<file path="src/hdl/ptm_pkg.sv">
package ptm_pkg;

   // Pool and geometry
   localparam int TABLE_POOL = 16;
   localparam int DIR_SIZE   = 1024;
   localparam int IDX_W      = $clog2(DIR_SIZE);
   localparam int DIR_SHIFT  = 22;
   localparam int TBL_SHIFT  = 12;
   localparam int SLOT_W     = (TABLE_POOL > 1) ? $clog2(TABLE_POOL) : 1;
   localparam int CNT_W      = $clog2(TABLE_POOL + 1);
   localparam int TBL_DEPTH  = TABLE_POOL * DIR_SIZE;
   localparam int TBL_AW     = $clog2(TBL_DEPTH);

   localparam logic [31:0] FRAME_MASK       = 32'hFFFF_F000;
   localparam logic [31:0] ENTRY_PRESENT_RW = 32'h0000_0003;

   // Operation codes
   localparam logic [1:0] OP_MAP   = 2'd0;
   localparam logic [1:0] OP_UNMAP = 2'd1;
   localparam logic [1:0] OP_XLATE = 2'd2;

   // Status codes
   localparam logic [1:0] ST_OK     = 2'd0;
   localparam logic [1:0] ST_NOMEM  = 2'd1;
   localparam logic [1:0] ST_ABSENT = 2'd2;

   typedef struct packed {
      logic [1:0]  opcode;
      logic [31:0] virt_addr_in;
      logic [31:0] phys_addr_in;
      logic [11:0] page_flags;
   } req_type;

   typedef struct packed {
      logic [1:0]  status;
      logic [31:0] phys_addr_out;
   } rsp_type;

   // Directory entry as stored in the directory memory
   typedef struct packed {
      logic              present;
      logic [SLOT_W-1:0] slot;
   } dir_entry_type;

   // Directory memory access, one address for read and write
   typedef struct packed {
      logic             wr_en;
      logic             rd_en;
      logic [IDX_W-1:0] addr;
      dir_entry_type    wdata;
   } dir_req_type;

   // Page table memory access
   typedef struct packed {
      logic              wr_en;
      logic              rd_en;
      logic [TBL_AW-1:0] addr;
      logic [31:0]       wdata;
   } tbl_req_type;

   // Flat table address from pool slot and table index
   function automatic logic [TBL_AW-1:0] tbl_index(input logic [SLOT_W-1:0] slot,
                                                  input logic [IDX_W-1:0] idx);
      logic [SLOT_W+IDX_W-1:0] full;
      full = {slot, idx};
      return full[TBL_AW-1:0];
   endfunction

endpackage

</file>
<file path="src/hdl/ptm_ctrl.sv">
module ptm_ctrl (
   input  logic                  clock,
   input  logic                  reset,
   input  logic                  req_valid,
   output logic                  req_stall,
   input  ptm_pkg::req_type      req_data,
   output logic                  rsp_valid,
   input  logic                  rsp_stall,
   output ptm_pkg::rsp_type      rsp_data,
   output ptm_pkg::dir_req_type  dir_req,
   input  ptm_pkg::dir_entry_type dir_rdata,
   output ptm_pkg::tbl_req_type  tbl_req,
   input  logic [31:0]           tbl_rdata
);
   import ptm_pkg::*;

   typedef enum logic [2:0] {
      S_INIT,
      S_IDLE,
      S_DIR,
      S_CLEAR,
      S_TRD,
      S_RESP
   } state_type;

   state_type         state_ff, state_in;
   req_type           item_ff, item_in;
   logic [IDX_W-1:0]  init_cnt_ff, init_cnt_in;
   logic [IDX_W-1:0]  clr_cnt_ff, clr_cnt_in;
   logic [SLOT_W-1:0] slot_ff, slot_in;
   logic [CNT_W-1:0]  next_free_ff, next_free_in;
   logic [1:0]        status_ff, status_in;
   logic [31:0]       result_ff, result_in;
   logic              rsp_valid_ff, rsp_valid_in;
   rsp_type           rsp_data_ff, rsp_data_in;

   logic [IDX_W-1:0]  tidx;
   logic [31:0]       map_val;

   assign tidx    = item_ff.virt_addr_in[TBL_SHIFT +: IDX_W];
   assign map_val = item_ff.phys_addr_in | {20'd0, item_ff.page_flags} | ENTRY_PRESENT_RW;

   // Sequencer
   always_comb begin
      state_in     = state_ff;
      item_in      = item_ff;
      init_cnt_in  = init_cnt_ff;
      clr_cnt_in   = clr_cnt_ff;
      slot_in      = slot_ff;
      next_free_in = next_free_ff;
      status_in    = status_ff;
      result_in    = result_ff;
      rsp_valid_in = rsp_valid_ff && rsp_stall;
      rsp_data_in  = rsp_data_ff;
      dir_req      = '0;
      tbl_req      = '0;

      unique case (state_ff)
         S_INIT: begin
            // sweep the directory clear after reset
            dir_req.wr_en = 1'b1;
            dir_req.addr  = init_cnt_ff;
            init_cnt_in   = init_cnt_ff + 1'b1;
            if (init_cnt_ff == IDX_W'(DIR_SIZE - 1)) begin
               state_in = S_IDLE;
            end
         end
         S_IDLE: begin
            if (req_valid) begin
               item_in       = req_data;
               dir_req.rd_en = 1'b1;
               dir_req.addr  = req_data.virt_addr_in[DIR_SHIFT +: IDX_W];
               state_in      = S_DIR;
            end
         end
         S_DIR: begin
            status_in = ST_OK;
            result_in = '0;
            state_in  = S_RESP;
            dir_req.addr = item_ff.virt_addr_in[DIR_SHIFT +: IDX_W];
            unique case (item_ff.opcode)
               OP_MAP: begin
                  if (dir_rdata.present) begin
                     tbl_req.wr_en = 1'b1;
                     tbl_req.addr  = tbl_index(dir_rdata.slot, tidx);
                     tbl_req.wdata = map_val;
                  end else if (next_free_ff == CNT_W'(TABLE_POOL)) begin
                     status_in = ST_NOMEM;
                  end else begin
                     // take a new table; the clear sweep also drops in the entry
                     slot_in               = next_free_ff[SLOT_W-1:0];
                     next_free_in          = next_free_ff + 1'b1;
                     dir_req.wr_en         = 1'b1;
                     dir_req.wdata.present = 1'b1;
                     dir_req.wdata.slot    = next_free_ff[SLOT_W-1:0];
                     clr_cnt_in            = '0;
                     state_in              = S_CLEAR;
                  end
               end
               OP_UNMAP: begin
                  if (!dir_rdata.present) begin
                     status_in = ST_ABSENT;
                  end else begin
                     tbl_req.wr_en = 1'b1;
                     tbl_req.addr  = tbl_index(dir_rdata.slot, tidx);
                  end
               end
               OP_XLATE: begin
                  if (!dir_rdata.present) begin
                     status_in = ST_ABSENT;
                  end else begin
                     tbl_req.rd_en = 1'b1;
                     tbl_req.addr  = tbl_index(dir_rdata.slot, tidx);
                     state_in      = S_TRD;
                  end
               end
               default: begin
                  state_in = S_RESP;
               end
            endcase
         end
         S_CLEAR: begin
            tbl_req.wr_en = 1'b1;
            tbl_req.addr  = tbl_index(slot_ff, clr_cnt_ff);
            tbl_req.wdata = (clr_cnt_ff == tidx) ? map_val : 32'd0;
            clr_cnt_in    = clr_cnt_ff + 1'b1;
            if (clr_cnt_ff == IDX_W'(DIR_SIZE - 1)) begin
               state_in = S_RESP;
            end
         end
         S_TRD: begin
            result_in = tbl_rdata & FRAME_MASK;
            state_in  = S_RESP;
         end
         S_RESP: begin
            // load the output register once it is free
            if (!rsp_valid_ff || !rsp_stall) begin
               rsp_valid_in              = 1'b1;
               rsp_data_in.status        = status_ff;
               rsp_data_in.phys_addr_out = result_ff;
               state_in                  = S_IDLE;
            end
         end
         default: begin
            state_in = S_IDLE;
         end
      endcase
   end

   always_ff @(posedge clock) begin
      if (reset) begin
         state_ff     <= S_INIT;
         init_cnt_ff  <= '0;
         next_free_ff <= '0;
         rsp_valid_ff <= 1'b0;
      end else begin
         state_ff     <= state_in;
         init_cnt_ff  <= init_cnt_in;
         next_free_ff <= next_free_in;
         rsp_valid_ff <= rsp_valid_in;
      end
      item_ff     <= item_in;
      clr_cnt_ff  <= clr_cnt_in;
      slot_ff     <= slot_in;
      status_ff   <= status_in;
      result_ff   <= result_in;
      rsp_data_ff <= rsp_data_in;
   end

   assign req_stall = (state_ff != S_IDLE);
   assign rsp_valid = rsp_valid_ff;
   assign rsp_data  = rsp_data_ff;

endmodule

</file>
<file path="config.mk">
export PLATFORM = sky130hd
export DESIGN_NAME = ptm_ctrl
export DESIGN_NICKNAME = d
export VERILOG_FILES = /design/src/hdl/ptm_pkg.sv /design/src/hdl/ptm_ctrl.sv
export SDC_FILE = /design/constraint.sdc
export NUM_CORES = 1
export LEC_CHECK = 0
export ABC_AREA = 1
export BUFFER_PORTS_ARGS = -buffer_cell sky130_fd_sc_hd__buf_2
export CAP_MARGIN = 20
export CORE_MARGIN = 2
export CORE_UTILIZATION = 45
export CTS_CLUSTER_DIAMETER = 150
export CTS_CLUSTER_SIZE = 20
export DETAILED_ROUTE_END_ITERATION = 8
export GPL_TIMING_DRIVEN = 0
export PLACE_DENSITY = 0.76
export REMOVE_ABC_BUFFERS = 1
export SYNTH_ARGS = -nofsm -noshare
export SYNTH_HDL_FRONTEND = slang
export SYNTH_SLANG_ARGS = --single-unit
</file>
<file path="constraint.sdc">
create_clock -name clock -period 2.2 [get_ports clock]
set_clock_uncertainty 0.05 [all_clocks]
set_input_delay 0.22 -clock clock [delete_from_list [all_inputs] [get_ports clock]]
set_output_delay 0.22 -clock clock [all_outputs]
set_load 0.01 [all_outputs]
</file>
==> flow_summary.ini, run 1 <==
[run_status]
run_status = complete, but fails checks
violations = setup timing

[global_route]
globalRouteTotalUtil_pct = 21.7
grt_first_pass_wirelength_mm = 24.0
pin_count_of_the_biggest_net_entering_global_routing = 38
grt_overflow_total = 0
first_global_vias = 4987
grt_antenna_before_repair = 1

[place]
place_hpwl_mm = 9.58
placement.cell_area_um2 = 7160
port_buf_inserts = 179
gp_routability_congestion = 0.862

[routing]
dr_total_vias = 5047
detail-route-antenna-nets = 0
met1_length_mm = 6.20
drt_first_pass_iters = 6
wire_per_inst_um = 15.7
first_iter_violations = 371
met2RoutedLength_mm = 8.31
route.detailed.drc = 0
vias_per_cell = 4.97
highest-signal-layer = met4
finalWirelength_mm = 15.9
dr_wl_met3_um = 928

[sta]
tightest_pin_transition_ps = 805
drv_slew = 0
period_needed_ps = 2260
fin_worst_hold_slack_ps = 57.4
max_clock_freq_mhz = 443
fin_setup_tns_ps = -214
period_share_pct = 103
slew_headroom_pct = 46.2
rsz0062_at_grt = yes
finalHoldViolCount = 0
final.setup.worst_slack_ps = -55.8
final-setup-viol-count = 14

[logic_synthesis]
yosys.area_share.simple_pct = 15.1
avgSynthCellArea_um2 = 11.1
post_synth_mux_area_share_pct = 0
yosys.area_share.adder_pct = 1.63
ys_dominant_reg_cell = edfxtp_1
synthDominantAreaCellType = edfxtp_1
ys.warnings.count = 0
netlist_instances = 554
synthDominantCellAreaShare_pct = 58.8
yosys_register_bits = 139
synth_xor_area_share_pct = 0.714
synth.yosys.seq_area_share_pct = 65.0
combinational_family_with_the_most_area_after_synthesis = simple AND/OR/NAND/NOR gates
netlist_top_cells_area = edfxtp_1 59%, dfxtp_1 6.2%, nand2_1 5.4%, inv_1 4.3%, nor2_1 4.2%
synth-compound-area-share_pct = 9.37
synth.cell_area_um2 = 6130
async_flop_share_pct = 0
synth_cell_type_count = 38
synth_edf_count = 120

[power]
cellLeakagePower_uw = 0.00375
power_per_unit_of_standard_cell_area_nw_per_um2 = 905
vdd.ir_drop.worst_mv = 0.480

[min_path]
worst_hold_path.endpoint = rsp_valid
hold_path.class = in -> reg
hold_sp = rsp_stall
worstHoldPathCells = 3

[floorplan]
die_w_um = 121
floorplan.initialDensity_pct = 46.1
ioPinCount = 220
die_area_um2 = 14600
floorplan.die.height_um = 121
floorplan.core_area_um2 = 13300
fp-row-count = 42

[worst_setup_path]
critical_path.reg2reg.endpoint = clr_cnt_ff[6]
highest_fanout_seen_on_the_critical_path = 8
r2r.worst_path.cells = 7
r2r-start = clr_cnt_ff[0]
critical_path_arrival_ps = 1990
r2r_slack_ps = 300
criticalPathCategory = reg -> out
setup.worst_path.end_class = output pin
crit_path_start_kind = flip-flop
timing.critical_path.required_ps = 1930

[clock_tree]
clock_tree_from_tritoncts = yes
clock_tree.root_cell = clkbuf_16
cts_htree_levels = 4
insertion_delay_of_the_later_clocked_pin_in_the_worst_skew_pair_ps = 420
worst_setup_hold_path_clk_slew_ps = 60
maximum_root_to_sink_buffer_count = 2
number_of_buffers_added_by_the_clock_tree_synthesis_step = 17
cts_sinks = 139

[finish]
final.fill_count = 978
share_of_post_route_cells_with_drive_strength_above_1_pct = 37.2
most-common-layout-cells = 178 x buf_2, 120 x edfxtp_1, 86 x nand2_1, 64 x inv_1, 64 x nor2_1
final_area_um2 = 8860
final_common_cell = buf_2
final-seq-area_um2 = 3990
number_of_nets_in_the_finished_design = 953
multiInputGateArea_um2 = 1920
area_growth_pct = 44.5

[run]
max-cap-violations = 0
[flip-flops by register name (all words and copies together), names as in the netlist]
name and count:
slot_ff 4, init_cnt_ff 10, rsp_valid 1, item_ff 62
clr_cnt_ff 10, status_ff 2, state_ff 3, result_ff 20
next_free_ff 5, rsp_data 22
[layout make-up]
cell class / instances / area share (%)
flip-flops and latches: 139 / 45.0
inverters: 76 / 3.31
repair buffers: 270 / 21.0
clock inverters: 14 / 1.64
diodes: 1 / 0.0283
multi-input cells: 322 / 21.7
clock buffers: 18 / 4.85
well taps: 176 / 2.49
[logic make-up after synthesis]
group                    count (synthesis)
other                                    1
adder cells (fa/ha/maj)                  8
AO/OA/AOI/OAI                           83
XOR/XNOR                                 5
flip-flops                             139
buffers and inverters                  107
AND/OR/NAND/NOR                        211
[report_power, final]
group          internal [uW]  total (uW)  switching [uW]  leakage (uW)
logic                    622        1730            1110       0.00222
registers               3360        3500             141       0.00126
clock network           1670        2780            1120      0.000263
[worst max-delay path: stages (launching register included)]
cell and delay (ps):
edfxtp_1 400, inv_2 80, nand2_1 60, nand4_1 170, nor2_4 210, buf_12 140
nand3_4 160, a21boi_1 180, buf_2 160
[stage by stage]
stage / util (%) / power, uW / setup WS [ps] / std cells
detailed placement: 53.9 / 5010 / -301 / 893
finish: 66.6 / 8010 / -55.8 / 1016
CTS: 65.7 / 7990 / -6.51 / 1012
global placement: 53.2 / 4910 / -3520 / 889
global route: 66.6 / 8380 / -151 / 1016
floorplan: - / 4430 / -2140 / 534
[synthesized netlist by cell type, types with 2 or more instances]
cell type and count:
nand2_2 2, nand4_1 7, nand3_1 21, a21boi_1 9
buf_6 4, nor2_1 69, nand3_2 4, buf_2 12
a21oi_1 18, dfxtp_1 19, ha_1 8, a21oi_2 10
nand2_1 88, inv_2 4, o21ai_1 2, nor2_4 3
clkbuf_1 2, o211ai_1 6, o22ai_1 9, buf_4 13
nor2_2 2, xor2_1 2, xnor2_1 3, inv_1 70
nor3_1 11, a21boi_2 10, o31ai_1 2, o21ai_0 15
edfxtp_1 120
[how the worst max path moves through the flow]
stage | from | slack, ps | to | cells after the start
after floorplan | state_ff[2] | -2140 | dir_req[11] | 5
after global placement | state_ff[2] | -3520 | dir_req[15] | 4
after detailed placement | state_ff[2] | -300 | tbl_req[28] | 8
after CTS | clr_cnt_ff[6] | -7 | tbl_req[24] | 8
after global routing | clr_cnt_ff[3] | -150 | tbl_req[24] | 7
final | clr_cnt_ff[6] | -60 | tbl_req[24] | 8
[metal layers]
layer	GRT usage, %	vias up
li1	-	2408
met1	25.1	2369
met2	38.3	229
met3	4.15	41
met4	10.5	0
met5	0	-
[what timing repair did]
action,in CTS,in global routing
gates cloned,4,1
endpoints found under the hold margin,63,0
hold buffers,63,0
endpoints found under the setup margin,92,59
buffers inserted,20,2
pin swaps,15,12
resized for setup,30,25
Power figures use the tool's default switching activity.
==> run 2: changes to the inputs <==
--- a/config.mk
+++ b/config.mk
@@ -8,14 +8,17 @@
 export ABC_AREA = 1
 export BUFFER_PORTS_ARGS = -buffer_cell sky130_fd_sc_hd__buf_2
 export CAP_MARGIN = 20
+export CELL_PAD_IN_SITES_DETAIL_PLACEMENT = 0
+export CELL_PAD_IN_SITES_GLOBAL_PLACEMENT = 2
 export CORE_MARGIN = 2
-export CORE_UTILIZATION = 45
+export CORE_UTILIZATION = 27
 export CTS_CLUSTER_DIAMETER = 150
 export CTS_CLUSTER_SIZE = 20
 export DETAILED_ROUTE_END_ITERATION = 8
 export GPL_TIMING_DRIVEN = 0
-export PLACE_DENSITY = 0.76
+export PLACE_DENSITY_LB_ADDON = 0.1
 export REMOVE_ABC_BUFFERS = 1
+export SLEW_MARGIN = 30
 export SYNTH_ARGS = -nofsm -noshare
 export SYNTH_HDL_FRONTEND = slang
 export SYNTH_SLANG_ARGS = --single-unit
==> run 2 against run 1 <==
The flow still finishes with violations (setup timing). Sequential power hardly changed. Total power grew 1.1%. Wire length up 6.2%. Count of clock-buffer cells in the layout down 1. Via count fell by 4.4%. Sequential cell count unchanged. Core utilization fell by 26 points. Register-to-register slack got worse by 150 ps. Critical path type unchanged. Largest power group unchanged.
==> flow_summary.ini, run 2 (synthesized netlist as in run 1, its figures left out) <==
[power]
logic_pwr_share_pct = 23.0
swShare_pct = 31.6
cell_internal_pwr_uw = 5540
power_per_unit_of_standard_cell_area_nw_per_um2 = 882
cellLeakagePower_uw = 0.00389
switchingPower_uw = 2560
totalPowerFinal_uw = 8100
p_clk_share_pct = 33.8
vdd.ir_drop.worst_mv = 0.415
sequentialPowerShare_pct = 43.2

[clock_tree]
cts_htree_levels = 4
clock_tree.root_cell = clkbuf_16
insertion_delay_of_the_later_clocked_pin_in_the_worst_skew_pair_ps = 420
cts_sinks = 139
maximum_root_to_sink_buffer_count = 2
number_of_buffers_added_by_the_clock_tree_synthesis_step = 17
worst_setup_hold_path_clk_slew_ps = 60
clock_tree_from_tritoncts = yes

[worst_setup_path]
highest_fanout_seen_on_the_critical_path = 8
r2r.worst_path.cells = 7
r2r-start = item_ff[76]
criticalPathCategory = reg -> out
timing.critical_path.required_ps = 1930
critical_path_arrival_ps = 1950
r2r_slack_ps = 150
setup.worst_path.end_class = output pin
critical_path.reg2reg.endpoint = clr_cnt_ff[8]
crit_path_start_kind = flip-flop

[routing]
dr_total_vias = 4823
route.detailed.drc = 0
wire_per_inst_um = 14.9
detail-route-antenna-nets = 0
first_iter_violations = 207
drt_first_pass_iters = 5
finalWirelength_mm = 16.9
vias_per_cell = 4.25

[floorplan]
fp-row-count = 55
die_area_um2 = 23900
ioPinCount = 220
floorplan.core_area_um2 = 22400
floorplan.die.height_um = 155
floorplan.initialDensity_pct = 27.3
die_w_um = 155

[finish]
most-common-layout-cells = 179 x buf_2, 120 x edfxtp_1, 86 x nand2_1, 63 x inv_1, 63 x nor2_1
final_area_um2 = 9190
n_antenna_cell = 0
area_growth_pct = 49.9
number_of_nets_in_the_finished_design = 963
final_common_cell = buf_2
share_of_post_route_cells_with_drive_strength_above_1_pct = 39.3
largest_register_ff_count = 62
largest-register = item_ff

[sta]
rsz0062_at_grt = yes
final.setup.worst_slack_ps = -18.6
slew_headroom_pct = 43.2
drv_slew = 0
finalHoldViolCount = 0
period_share_pct = 101
final-setup-viol-count = 6
fin_setup_tns_ps = -60.9
tightest_pin_transition_ps = 849
max_clock_freq_mhz = 451
period_needed_ps = 2220

[place]
port_buf_inserts = 179
gp_routability_congestion = 0.734
place_hpwl_mm = 10.9
placement.cell_area_um2 = 7400

[global_route]
global_route.usage.met3_pct = 4.09
pin_count_of_the_biggest_net_entering_global_routing = 23
grt_busiest_layer = met2
grt.met2_usage_pct = 25.4
grt_first_pass_wirelength_mm = 26.2
grt_antenna_before_repair = 0
grt_overflow_total = 0
first_global_vias = 4946
globalRouteTotalUtil_pct = 14.2
grt_util_met1_pct = 16.7

[min_path]
worst_hold_path.endpoint = next_free_ff[4]
hold_sp = reset
worstHoldPathCells = 2
hold_path.class = in -> reg

[run_status]
violations = setup timing
run_status = complete, but fails checks

[run]
max-cap-violations = 0
## run 2: what timing repair did
item | CTS | global route
cloned | 4 | 1
endpoints found under the hold margin | 62 | 0
buffers inserted | 22 | 9
resized for setup | 39 | 33
pin swaps | 14 | 13
hold buffers | 62 | 0
setup endpoints to repair | 114 | 50
## run 2: area by class of cell
class | instances | area, um2
Fill cell | 2197 | 13200
Sequential cell | 139 | 3990
Timing Repair Buffer | 280 | 2000
Multi-Input combinational cell | 322 | 1980
Clock buffer | 17 | 425
Tap cell | 285 | 357
Inverter | 76 | 305
Clock inverter | 15 | 133
## run 2: critical path, stage by stage, from the launching register on
cell	delay, ps
edfxtp_1	450
xnor2_1	170
nand2_1	110
nor2_4	130
buf_6	130
nand3_4	110
buf_12	170
a21boi_2	120
buf_2	140
## run 2: worst max-delay path by stage
stage / from / to / slack [ps] / depth (start not counted)
2_1_floorplan: state_ff[2] / dir_req[11] / -2140 / 5
3_3_place_gp: state_ff[2] / dir_req[15] / -3890 / 4
3_5_place_dp: state_ff[2] / tbl_req[28] / -420 / 8
4_1_cts: clr_cnt_ff[4] / tbl_req[17] / -60 / 8
5_1_grt: clr_cnt_ff[4] / tbl_req[15] / -150 / 8
6_report: clr_cnt_ff[4] / tbl_req[23] / -20 / 8
## run 2: stage by stage
stage | hold slack, ps | util, % | cells | setup WS [ps]
after global placement | 348 | 32.2 | 998 | -3890
after CTS | 20.1 | 40.1 | 1124 | -58.8
after global routing | 33.7 | 41.0 | 1134 | -149
after floorplan | 239 | - | 534 | -2140
final | 29.3 | 41.0 | 1134 | -18.6
after detailed placement | 348 | 33.0 | 1004 | -419
## run 2: power by group through the flow
stage | sequential [uW] | clock, uW | combinational, uW
finish | 3500 | 2740 | 1860
detailed placement | 3550 | 0 | 1580
global placement | 3570 | 0 | 1440
floorplan | 3550 | 0 | 880
CTS | 3500 | 2820 | 1880
global route | 3530 | 2930 | 2070
## run 2: metal layers
| metal | wire (um) | vias up |
|---|---|---|
| li1 | - | 2423 |
| met1 | 7200 | 2273 |
| met2 | 8680 | 118 |
| met3 | 850 | 9 |
| met4 | 158 | 0 |
| met5 | 0 | - |
